<file path="config.mk">
export PLATFORM = sky130hd
export DESIGN_NAME = audio_feedback_rate_control
export DESIGN_NICKNAME = d
export VERILOG_FILES = /design/src/rtl/core/afrc_pkg.sv /design/src/rtl/core/audio_feedback_rate_control.sv
export VERILOG_INCLUDE_DIRS = /design/src /design/src/rtl/core
export SDC_FILE = /design/constraint.sdc
export NUM_CORES = 1
export LEC_CHECK = 0
export BUFFER_PORTS_ARGS = -buffer_cell sky130_fd_sc_hd__buf_2
export CORE_MARGIN = 4
export CORE_UTILIZATION = 45
export DETAILED_ROUTE_END_ITERATION = 8
export PLACE_DENSITY = 0.68
export SLEW_MARGIN = 10
export SYNTH_ARGS = -nofsm -noshare
export SYNTH_HDL_FRONTEND = slang
export SYNTH_SLANG_ARGS = --single-unit
</file>
<file path="constraint.sdc">
create_clock -name clk -period 9.3 [get_ports clk]
set_input_delay 0 -clock clk [delete_from_list [all_inputs] [get_ports clk]]
set_output_delay 0 -clock clk [all_outputs]
set_load 0.01 [all_outputs]
</file>
<file path="src/rtl/core/assert_macros.svh">
// Assertion macros shared by the RTL.
`ifndef ASSERT_MACROS_SVH
`define ASSERT_MACROS_SVH

// Checked on every rising clk edge outside reset.
`define AFRC_ASSERT(lbl, prop, msg) \
  lbl: assert property (@(posedge clk) disable iff (rst) prop) else $error(msg);

// Checked on every rising clk edge, reset included.
`define AFRC_ASSERT_ALWAYS(lbl, prop, msg) \
  lbl: assert property (@(posedge clk) prop) else $error(msg);

`endif

</file>
<file path="src/rtl/core/afrc_pkg.sv">
// Types and constants for the audio feedback rate controller.
`timescale 1ns / 1ps
`default_nettype none

package afrc_pkg;

  localparam int BUFFER_WORDS = 1024;

  typedef enum logic [1:0] {
    OP_TICK   = 2'd0,
    OP_LOAD   = 2'd1,
    OP_STOP   = 2'd2,
    OP_UNUSED = 2'd3
  } opcode_t;

  typedef enum logic [1:0] {
    NUDGE_NONE = 2'd0,
    NUDGE_SLOW = 2'd1,
    NUDGE_FAST = 2'd2
  } nudge_t;

  typedef enum logic {
    CFG_HIGH_SPEED  = 1'b0,
    CFG_RATE_FAMILY = 1'b1
  } cfg_index_t;

  localparam logic [1:0] FAMILY_NONE = 2'd0;
  localparam logic [1:0] FAMILY_88K2 = 2'd1;
  localparam logic [1:0] FAMILY_96K  = 2'd2;

  localparam logic [2:0] WORD_BYTES_NONE = 3'd0;
  localparam logic [2:0] WORD_BYTES_FS   = 3'd3;
  localparam logic [2:0] WORD_BYTES_HS   = 3'd4;

  localparam int STEP_W = 13;
  localparam logic [STEP_W-1:0] STEP_RESET = 13'd256;
  localparam logic [STEP_W-1:0] STEP_CAP   = 13'd4096;
  localparam logic [31:0] COARSE_STEP = 32'd2048;

  localparam logic signed [7:0] DIR_LIMIT = 8'sd120;
  localparam logic signed [7:0] DIR_TURN  = 8'sd7;

  localparam logic [31:0] CLAMP_LIMIT = 32'(98 << 14);
  localparam logic [31:0] RATE_88K2   = 32'((88 << 14) + (1 << 14) / 5);
  localparam logic [31:0] RATE_96K    = 32'(96 << 14);

endpackage

`default_nettype wire

</file>
<file path="src/rtl/core/audio_feedback_rate_control.sv">
// Audio feedback rate controller: fill gap tracking, adaptive rate nudge, feedback word.
// One transaction per cycle while the output is not stalled. An accepted item lands in
// an input register; a single compute stage then works out the fill gap, nudges the
// 18.14 rate, forms the feedback word, applies the family clamp and loads the result
// register when the output register is empty or being read. The
// controller state (rate, previous gap, nudge direction, direction count, step, LEDs)
// is updated as the item leaves the input register, so consecutive items see the
// state left by the one before. Configuration is read directly by the compute stage.
`timescale 1ns / 1ps
`default_nettype none

`include "assert_macros.svh"

module audio_feedback_rate_control #(
  parameter int BUFFER_WORDS = afrc_pkg::BUFFER_WORDS
) (
  input  wire logic        clk,
  input  wire logic        rst,
  input  wire logic        s_axis_tvalid,
  output logic             s_axis_tready,
  // [0] player_started, [11:1] dma_remaining, [21:12] write_index,
  // [22] buffers_differ, [54:23] load_value, [55] zero
  input  wire logic [55:0] s_axis_tdata,
  // [1:0] opcode
  input  wire logic [1:0]  s_axis_tuser,
  output logic             m_axis_tvalid,
  input  wire logic        m_axis_tready,
  // [31:0] feedback_word, [34:32] word_bytes, [66:35] current_rate,
  // [67] slow_indicator, [68] fast_indicator, [71:69] zero
  output logic [71:0]      m_axis_tdata,
  input  wire logic        cfg_we,
  input  wire logic        cfg_index,
  input  wire logic [1:0]  cfg_data
);

  localparam int GAP_W = $clog2(3 * BUFFER_WORDS + 1);
  localparam logic [GAP_W-1:0] GAP_B  = GAP_W'(BUFFER_WORDS);
  localparam logic [GAP_W-1:0] GAP_2B = GAP_W'(2 * BUFFER_WORDS);
  localparam logic [GAP_W-1:0] GAP_3B = GAP_W'(3 * BUFFER_WORDS);
  localparam logic [GAP_W-1:0] GAP_U2 = GAP_W'(BUFFER_WORDS * 6 / 4);
  localparam logic [GAP_W-1:0] GAP_U1 = GAP_W'(BUFFER_WORDS * 5 / 4);
  localparam logic [GAP_W-1:0] GAP_L1 = GAP_W'(BUFFER_WORDS * 3 / 4);
  localparam logic [GAP_W-1:0] GAP_L2 = GAP_W'(BUFFER_WORDS * 2 / 4);

  // configuration
  logic       high_speed;
  logic [1:0] rate_family;

  always_ff @(posedge clk) begin
    if (rst) begin
      high_speed  <= 1'b0;
      rate_family <= afrc_pkg::FAMILY_NONE;
    end else if (cfg_we) begin
      unique case (afrc_pkg::cfg_index_t'(cfg_index))
        afrc_pkg::CFG_HIGH_SPEED:  high_speed  <= cfg_data[0];
        afrc_pkg::CFG_RATE_FAMILY: rate_family <= cfg_data;
        default: ;
      endcase
    end
  end

  // input register
  logic                s1_valid;
  afrc_pkg::opcode_t   s1_opcode;
  logic                s1_started;
  logic [10:0]         s1_remaining;
  logic [9:0]          s1_index;
  logic                s1_differ;
  logic [31:0]         s1_load;
  logic                advance;

  assign advance       = s1_valid && (!m_axis_tvalid || m_axis_tready);
  assign s_axis_tready = !s1_valid || advance;

  always_ff @(posedge clk) begin
    if (rst) begin
      s1_valid <= 1'b0;
    end else if (s_axis_tready) begin
      s1_valid <= s_axis_tvalid;
    end
  end

  always_ff @(posedge clk) begin
    if (s_axis_tvalid && s_axis_tready) begin
      s1_opcode    <= afrc_pkg::opcode_t'(s_axis_tuser);
      s1_started   <= s_axis_tdata[0];
      s1_remaining <= s_axis_tdata[11:1];
      s1_index     <= s_axis_tdata[21:12];
      s1_differ    <= s_axis_tdata[22];
      s1_load      <= s_axis_tdata[54:23];
    end
  end

  // controller state
  logic [31:0]                  rate;
  logic [GAP_W-1:0]             previous_gap;
  afrc_pkg::nudge_t             nudge_state;
  logic signed [7:0]            direction_count;
  logic [afrc_pkg::STEP_W-1:0]  step_size;
  logic                         slow_led;
  logic                         fast_led;

  logic [31:0]                  rate_next;
  logic [GAP_W-1:0]             previous_gap_next;
  afrc_pkg::nudge_t             nudge_state_next;
  logic signed [7:0]            direction_count_next;
  logic [afrc_pkg::STEP_W-1:0]  step_size_next;
  logic                         slow_led_next;
  logic                         fast_led_next;
  logic [31:0]                  word_next;
  logic [2:0]                   bytes_next;

  // fill gap
  logic [GAP_W-1:0] rem_sat;
  logic [GAP_W-1:0] idx_sat;
  logic [GAP_W-1:0] fill_sum;
  logic [GAP_W-1:0] gap;

  always_comb begin
    rem_sat  = (32'(s1_remaining) > 32'(BUFFER_WORDS)) ? GAP_B : GAP_W'(s1_remaining);
    idx_sat  = (32'(s1_index) > 32'(BUFFER_WORDS)) ? GAP_B : GAP_W'(s1_index);
    fill_sum = rem_sat + idx_sat;
    if (!s1_differ) begin
      gap = GAP_2B - fill_sum;
    end else if (fill_sum < GAP_B) begin
      gap = GAP_B - fill_sum;
    end else begin
      gap = GAP_3B - fill_sum;
    end
  end

  logic [31:0] rate_adj;
  logic [afrc_pkg::STEP_W-1:0] step_tmp;
  logic signed [7:0] dir_tmp;

  always_comb begin
    rate_adj             = rate;
    step_tmp             = step_size;
    dir_tmp              = direction_count;
    previous_gap_next    = previous_gap;
    nudge_state_next     = nudge_state;
    slow_led_next        = slow_led;
    fast_led_next        = fast_led;
    rate_next            = rate;
    word_next            = '0;
    bytes_next           = afrc_pkg::WORD_BYTES_NONE;

    unique case (s1_opcode)
      afrc_pkg::OP_TICK: begin
        if (s1_started) begin
          previous_gap_next = gap;
          if (gap < previous_gap) begin
            if ((gap < GAP_L1 && nudge_state != afrc_pkg::NUDGE_SLOW) || gap < GAP_L2) begin
              slow_led_next = 1'b1;
              if (gap < GAP_L2) begin
                step_tmp = afrc_pkg::STEP_RESET;
              end
              if (direction_count > 8'sd0) begin
                step_tmp = step_tmp >> 1;
                dir_tmp  = -8'sd1;
              end else if (direction_count > -afrc_pkg::DIR_LIMIT) begin
                dir_tmp = direction_count - 8'sd1;
              end
              if (dir_tmp < -afrc_pkg::DIR_TURN && step_tmp < afrc_pkg::STEP_CAP) begin
                step_tmp = step_tmp << 1;
              end
              rate_adj = rate - (afrc_pkg::COARSE_STEP + 32'(step_tmp));
              nudge_state_next = afrc_pkg::NUDGE_SLOW;
            end else if (gap < GAP_B && nudge_state == afrc_pkg::NUDGE_FAST) begin
              rate_adj         = rate - afrc_pkg::COARSE_STEP;
              slow_led_next    = 1'b0;
              fast_led_next    = 1'b0;
              nudge_state_next = afrc_pkg::NUDGE_NONE;
            end
          end else if (gap > previous_gap) begin
            if ((gap > GAP_U1 && nudge_state != afrc_pkg::NUDGE_FAST) || gap > GAP_U2) begin
              fast_led_next = 1'b1;
              if (gap > GAP_U2) begin
                step_tmp = afrc_pkg::STEP_RESET;
              end
              if (direction_count < 8'sd0) begin
                step_tmp = step_tmp >> 1;
                dir_tmp  = 8'sd1;
              end else if (direction_count < afrc_pkg::DIR_LIMIT) begin
                dir_tmp = direction_count + 8'sd1;
              end
              if (dir_tmp > afrc_pkg::DIR_TURN && step_tmp < afrc_pkg::STEP_CAP) begin
                step_tmp = step_tmp << 1;
              end
              rate_adj = rate + (afrc_pkg::COARSE_STEP + 32'(step_tmp));
              nudge_state_next = afrc_pkg::NUDGE_FAST;
            end else if (gap > GAP_B && nudge_state == afrc_pkg::NUDGE_SLOW) begin
              rate_adj         = rate + afrc_pkg::COARSE_STEP;
              slow_led_next    = 1'b0;
              fast_led_next    = 1'b0;
              nudge_state_next = afrc_pkg::NUDGE_NONE;
            end
          end
        end
        if (high_speed) begin
          word_next  = rate_adj >> 1;
          bytes_next = afrc_pkg::WORD_BYTES_HS;
        end else begin
          word_next  = {8'd0, rate_adj[23:0]};
          bytes_next = afrc_pkg::WORD_BYTES_FS;
        end
        rate_next = rate_adj;
        if (s1_started && rate_adj > afrc_pkg::CLAMP_LIMIT) begin
          case (rate_family)
            afrc_pkg::FAMILY_88K2: rate_next = afrc_pkg::RATE_88K2;
            afrc_pkg::FAMILY_96K:  rate_next = afrc_pkg::RATE_96K;
            default:               rate_next = rate_adj;
          endcase
        end
      end
      afrc_pkg::OP_LOAD: begin
        rate_next = s1_load;
      end
      afrc_pkg::OP_STOP: begin
        previous_gap_next = GAP_B;
      end
      default: ;
    endcase

    step_size_next       = step_tmp;
    direction_count_next = dir_tmp;
  end

  always_ff @(posedge clk) begin
    if (rst) begin
      rate            <= '0;
      previous_gap    <= GAP_B;
      nudge_state     <= afrc_pkg::NUDGE_NONE;
      direction_count <= '0;
      step_size       <= afrc_pkg::STEP_RESET;
      slow_led        <= 1'b0;
      fast_led        <= 1'b0;
    end else if (advance) begin
      rate            <= rate_next;
      previous_gap    <= previous_gap_next;
      nudge_state     <= nudge_state_next;
      direction_count <= direction_count_next;
      step_size       <= step_size_next;
      slow_led        <= slow_led_next;
      fast_led        <= fast_led_next;
    end
  end

  // result register
  always_ff @(posedge clk) begin
    if (rst) begin
      m_axis_tvalid <= 1'b0;
    end else if (advance) begin
      m_axis_tvalid <= 1'b1;
    end else if (m_axis_tready) begin
      m_axis_tvalid <= 1'b0;
    end
  end

  always_ff @(posedge clk) begin
    if (advance) begin
      m_axis_tdata <= {3'd0, fast_led_next, slow_led_next, rate_next, bytes_next, word_next};
    end
  end

  `AFRC_ASSERT(a_step_shape,
    ($countones(step_size) <= 1) && (step_size <= afrc_pkg::STEP_CAP),
    "step size not a power of two within cap")
  `AFRC_ASSERT(a_dir_range,
    (direction_count <= afrc_pkg::DIR_LIMIT) && (direction_count >= -afrc_pkg::DIR_LIMIT),
    "direction count out of range")
  `AFRC_ASSERT(a_nudge_led,
    ((nudge_state != afrc_pkg::NUDGE_FAST) || fast_led) &&
    ((nudge_state != afrc_pkg::NUDGE_SLOW) || slow_led),
    "nudge direction without its LED")
  `AFRC_ASSERT(a_gap_range, previous_gap <= GAP_3B, "previous gap beyond three buffers")
  `AFRC_ASSERT(a_stall_cause, !s_axis_tready |-> (s1_valid && m_axis_tvalid && !m_axis_tready),
    "input stalled without a full pipe")

endmodule

`default_nettype wire

</file>
==> flow_summary.toml, run 1 <==
[status]
status = "completed"

[route]
drc = 0
wl_per_cell_um = 19.3
vias = 13156
viasPerCell = 6.09
wirelength_um = 41700
drtAntennaViolNets = 0
drtIter0Drc = 1346
dr.pass1.iters = 6

[synth]
synth_top_family_by_area = "compound AO/OA/AOI/OAI gates"
synth_compound_area_share_pct = 26.1
synth_edf_count = 124
ys_async_sr_fraction_pct = 0
synthCells = 1548
yosys.area_share.simple_pct = 17.4
synth.avg_cell_area_um2 = 8.99
ys.warnings.count = 0
synth_seq_cells = 198
yosysSeqAreaShare_pct = 37.4
synth_fa_ha_area_share_pct = 7.78
synthMuxAreaShare_pct = 2.20
synth_xor_area_share_pct = 3.87
syn_area_um2 = 13900
ys.flop_type = "edfxtp_1"
yosysUniqueCellTypes = 99

[clocking]
numClockSinks = 198
cts_tree = "done"
clk_pin_slew_worst_paths_ns = 0.09
cts_buffers = 17
cts_buffer_depth = 2
clkLatencyLatePin_ns = 0.46
htreeDepth = 4
cts-root-buf = "clkbuf_16"

[die]
initial_utilization_pct = 45.5
fp.coreArea_um2 = 30600
num_io_pins = 140
num_rows = 64
fp.dieArea_um2 = 33800
die_w_um = 184
fp.dieH_um = 184

[final_layout]
diodes = 0
final_cell_area_um2 = 16700
fin_util_pct = 54.7
nNetsFinal = 1901
nFillCells = 2787
seq_area_um2 = 5200
multi_input_area_um2 = 8160
area_growth_pct = 20.3
final_layout_size_suffix_gt1_share_pct = 19.5

[timing]
slew_violations = 0
maxSlewHeadroom_pct = 29.5
timing.fmax_mhz = 113
fin_crit_sh_pct = 95.2
finalSetupViolations = 0
timing.final.ws_setup_ns = 0.442
hold_viol_final = 0
skew_ns = 0.0165
tns_ns = 0
period_minus_slack_ns = 8.86
worst_pin_slew_ns = 1.06
hold_slack_ns = 0.203

[place]
placed_area_um2 = 15100
port_buffers = 134
hpwl_um = 29300
place_congestion = 0.933
dp_worst_setup_slack_ns = 0.113

[min_path]
hp-class = "input port to flip-flop"
hold_start = "rst"
hold_depth = 3

[global_route]
grt_first_pass_wirelength_um = 65000
grt_pass1_vias = 12345
overflow = 0
grtUsageTotal_pct = 23.7
antenna_found_initial = 0
grt_max_degree = 72

[critical_path]
required_ns = 9.57
path_class = "flip-flop to flip-flop"
r2r_start = "s1_remaining[10]"
crit_slowest_cell = "or4_4"
reg2reg_depth = 36
crit_path_max_fanout = 7
crit_arrival_ns = 9.13
slowest_delay_ns = 0.62
startpoint_type = "flip-flop"
crit_path_end_kind = "flip-flop"
crit_start = "s1_remaining[10]"

[flow_run]
maxCapViolations = 0

[power_and_ir_drop]
powerDensity_nw_per_um2 = 158
peakVddDrop_mv = 0.147
p_leak_nw = 6.45
[cells by family (layout without fill, tap and decap cells)]
logic type,after synthesis,count (layout)
AO/OA/AOI/OAI,500,500
XOR/XNOR,59,59
adder cells (fa/ha/maj),85,85
buffers and inverters,178,390
flip-flops,198,198
multiplexers,29,30
other,1,4
AND/OR/NAND/NOR,498,498
[critical path: cells and delay by family, from the launching register on]
family          cells  cell delay (ns)
simple gates        8             1.42
mux                 3             0.92
buf+inv             2             0.22
flops               1             0.49
compound gates     17             4.02
xor+xnor            1             0.17
fa+ha+maj           5             1.45
[where the power goes]
group / internal (mW) / total (mW) / switching, mW
sequential: 0.982 / 1.02 / 0.0345
combinational: 0.331 / 0.867 / 0.536
clock: 0.366 / 0.764 / 0.398
[Yosys cell counts (10+ instances only)]
cell type    n  area, um^2
nand2b_1    18         113
ha_1        81        1010
buf_1       11        41.3
xor2_1      20         175
mux2i_1     19         190
a221oi_2    14         210
a22oi_1     42         315
o211ai_1    19         143
inv_1       77         289
nor3_1      43         215
a21o_1      19         143
o31ai_1     10        75.1
xnor2_1     37         324
a31oi_1     25         156
nor2b_1     21         131
edfxtp_1   124        3720
nand4_1     18         113
clkbuf_1    72         270
or3_1       14        87.6
nand2_1    120         450
a211oi_1    37         278
and3_1      10        62.6
dfxtp_1     74        1480
nor4_1      12        75.1
a21oi_1    105         526
nand3_1     44         220
o21ai_0     85         425
nor2_1     151         567
[final timing paths]
kind	end	slack, ns
max reg2reg	m_axis_tdata[46]	0.44
min reg2reg	previous_gap[1]	0.50
min	slow_led	0.20
max	m_axis_tdata[46]	0.44
[state kept, by name, indices dropped and copies added (netlist names), 2 cells and up]
name	cells
step_size	13
s1_opcode	2
rate_family	2
s1_index	10
direction_count	8
rate	32
nudge_state	2
m_axis_tdata	67
s1_remaining	11
previous_gap	12
s1_load	32
[through the flow]
| step | power, mW | instances |
|---|---|---|
| detailed placement | 1.83 | 2043 |
| CTS | 2.61 | 2143 |
| global route | 2.78 | 2160 |
| finish | 2.65 | 2160 |
| global placement | 1.81 | 2043 |
| floorplan | 1.59 | 1551 |
[layer usage]
metal  track usage, %  routed length, um  vias up  part of all wire (%)
li1                 -                  -     6227                     -
met1             31.8              17900     6247                    43
met2             39.2              19400      609                    47
met3             3.62               3230       73                   7.7
met4             7.78               1110        0                   2.7
met5                0                  0        -                     0
[layout by cell type, fill, tap and decap left out, types with 8 or more instances in the layout]
cell type / n
or3_1: 14
clkbuf_16: 19
dfxtp_1: 74
nand2_1: 119
nand2b_1: 17
xor2_1: 20
a211oi_1: 34
buf_4: 76
nor2_1: 148
nor3_1: 42
o21ai_1: 10
nor2b_1: 21
nand3_1: 44
a221oi_1: 9
nor4_1: 12
a221oi_2: 14
o21ai_0: 77
o21a_1: 8
a22oi_1: 42
and3_1: 10
buf_2: 134
o31ai_1: 9
a21oi_1: 102
nand4_1: 18
o211ai_1: 19
ha_1: 81
a21o_1: 19
o22ai_1: 8
xnor2_1: 36
a31oi_1: 22
inv_1: 75
mux2i_1: 19
edfxtp_1: 124
mux2_2: 9
dlygate4sd3_1: 68
a211o_1: 9
[layout make-up]
| cell class | instances | share of cell area (%) |
|---|---|---|
| Inverter | 77 | 1.73 |
| Multi-Input combinational cell | 1176 | 48.7 |
| Clock inverter | 15 | 1.04 |
| Timing Repair Buffer | 281 | 11.9 |
| Clock buffer | 17 | 2.54 |
| Tap cell | 396 | 2.96 |
| Sequential cell | 198 | 31.1 |
[what timing repair did]
item	in CTS	in global routing
gates resized for setup	0	48
hold buffers	68	0
endpoints found under the hold margin	62	0
buffers inserted	0	14
setup endpoints to repair	0	58
Note: power is estimated with default switching activity, not from simulation.
==> inputs of run 2 (changes only) <==
==> constraint.sdc (replaced) <==
create_clock -name clk -period 7.85 [get_ports clk]
set_input_delay 0 -clock clk [delete_from_list [all_inputs] [get_ports clk]]
set_output_delay 0 -clock clk [all_outputs]
set_load 0.01 [all_outputs]
==> run 2 against run 1 <==
- the flow now finishes with violations (negative setup slack)
- critical path type unchanged
- critical endpoint is now m_axis_tdata[55]
- fmax up 4.3%
- routed wire length up 8.8%
- clock power up 22%
- count of clock-buffer cells in the layout up 1
- die area unchanged
==> flow_summary.toml, run 2 (synthesis gave the netlist of run 1 again) <==
[timing]
skew_ns = 0.0186
timing.fmax_mhz = 118
slew_violations = 0
fin_crit_sh_pct = 108
maxSlewHeadroom_pct = 29.0
worst_pin_slew_ns = 1.06
period_minus_slack_ns = 8.49
hold_viol_final = 0
rsz0062_at_grt = "yes"
timing.final.ws_setup_ns = -0.639
finalSetupViolations = 58

[route]
drtAntennaViolNets = 0
wl_per_cell_um = 19.2
drc = 0
viasPerCell = 5.91
wirelength_um = 45400
drtIter0Drc = 1128
dr.pass1.iters = 5
vias = 13936

[final_layout]
final_cell_area_um2 = 18800
nFillCells = 2564
fin_util_pct = 61.6
nNetsFinal = 2100
area_growth_pct = 35.4
diodes = 0
final_layout_size_suffix_gt1_share_pct = 30.9
final_cell_mix = "264 x buf_4, 147 x nor2_1, 134 x buf_2"
mostFrequentLayoutCell = "buf_4"
largest_reg_flops = 67
reg_top3 = "m_axis_tdata: 67 flops, rate: 32 flops, s1_load: 32 flops"
top_register = "m_axis_tdata"

[place]
place_congestion = 0.939
dp_worst_setup_slack_ns = -0.775
placed_area_um2 = 16900
port_buffers = 134
hpwl_um = 32700

[critical_path]
path_class = "flip-flop to flip-flop"
crit_path_end_kind = "flip-flop"
crit_slowest_cell = "or4_4"
crit_arrival_ns = 8.71
crit_path_max_fanout = 7
cpMostUsedCell = "o21ai_1"
slowest_delay_ns = 0.59
startpoint_type = "flip-flop"
required_ns = 8.07

[power_and_ir_drop]
p_leak_nw = 7.55
powerDensity_nw_per_um2 = 181
peakVddDrop_mv = 0.172

[status]
violations = "negative setup slack"
status = "finished, violations left"

[clocking]
clkLatencyLatePin_ns = 0.48
clk_pin_slew_worst_paths_ns = 0.08
numClockSinks = 198
cts_buffers = 17
htreeDepth = 4
cts_tree = "done"
cts-root-buf = "clkbuf_16"
cts_buffer_depth = 2

[die]
fp.dieH_um = 184
num_io_pins = 140
fp.coreArea_um2 = 30600
fp.dieArea_um2 = 33800
initial_utilization_pct = 45.5
die_w_um = 184
num_rows = 64

[global_route]
grtUsageTotal_pct = 26.3
grt_pass1_vias = 13704
grt_first_pass_wirelength_um = 71700
antenna_found_initial = 0
grt_max_degree = 81
overflow = 0

[flow_run]
maxCapViolations = 0

[min_path]
hp-class = "input port to flip-flop"
-- run 2: changes by cell type in the layout (fill, tap and decap cells not counted), moves of 5 or more --
cell and delta:
a221oi_4 +6, nand3_1 -5, buf_4 +188, inv_8 -5, buf_6 +12, o21ai_0 -7, a21oi_2 +7, a21oi_1 -9
xor2_1 -5, o21ai_2 +5
-- run 2: cell type report --
type | count | area [um^2] | area share (%)
clock buffers | 18 | 439 | 2.33
clock inverters | 14 | 178 | 0.943
inverters | 77 | 290 | 1.54
multi-input cells | 1175 | 8700 | 46.2
flip-flops and latches | 198 | 5200 | 27.6
well taps | 396 | 495 | 2.63
repair buffers | 481 | 3540 | 18.8
-- run 2: what timing repair did --
action | in CTS | in global routing
gates resized for setup | 38 | 44
gates cloned | 1 | 0
setup endpoints to repair | 60 | 64
hold buffers | 68 | 0
endpoints found under the hold margin | 62 | 0
setup buffers | 24 | 13
pin swaps | 40 | 34
-- run 2: critical path, delay by kind of cell, from the launching register on --
| family | cells | cell delay, ns |
|---|---|---|
| and+or+nand+nor | 7 | 1.24 |
| xor gates and xnor gates | 1 | 0.17 |
| DFF | 1 | 0.48 |
| buffers and inverters | 4 | 0.52 |
| adders and majority gates | 5 | 1.36 |
| muxes | 2 | 0.38 |
| AOI/OAI and AO/OA | 18 | 4.06 |
-- run 2: layer usage --
metal / routed length (um) / up-vias / track usage, %
met4: 1630 / 0 / 10.1
met5: 0 / - / 0
li1: - / 6624 / -
met2: 21400 / 542 / 44.4
met1: 19200 / 6662 / 33.6
met3: 3130 / 108 / 4.85
-- run 2: power breakdown --
part / internal, mW / switching [mW] / total [mW]
clock network: 0.467 / 0.467 / 0.933
registers: 1.16 / 0.0433 / 1.21
logic: 0.563 / 0.710 / 1.27
total: 2.19 / 1.22 / 3.41
-- run 2: final timing paths --
check / startpoint / to / slack [ns] / cells after the start
max: s1_remaining[10] / m_axis_tdata[55] / -0.64 / 37
min: rst / slow_led / 0.20 / 3
max reg2reg: s1_remaining[10] / m_axis_tdata[55] / -0.64 / 37
min reg2reg: previous_gap[1] / previous_gap[1] / 0.50 / 2
-- run 2: through the flow --
step | TNS [ns] | hold slack (ns) | cells | power (mW)
final | -30.92 | 0.198 | 2359 | 3.41
after global routing | -52.46 | 0.227 | 2359 | 3.58
after CTS | -22.07 | 0.193 | 2347 | 3.37
after detailed placement | -38.84 | 0.178 | 2223 | 2.38
after global placement | -29.64 | 0.176 | 2223 | 2.36
after floorplan | -8.14 | 0.0989 | 1551 | 1.93
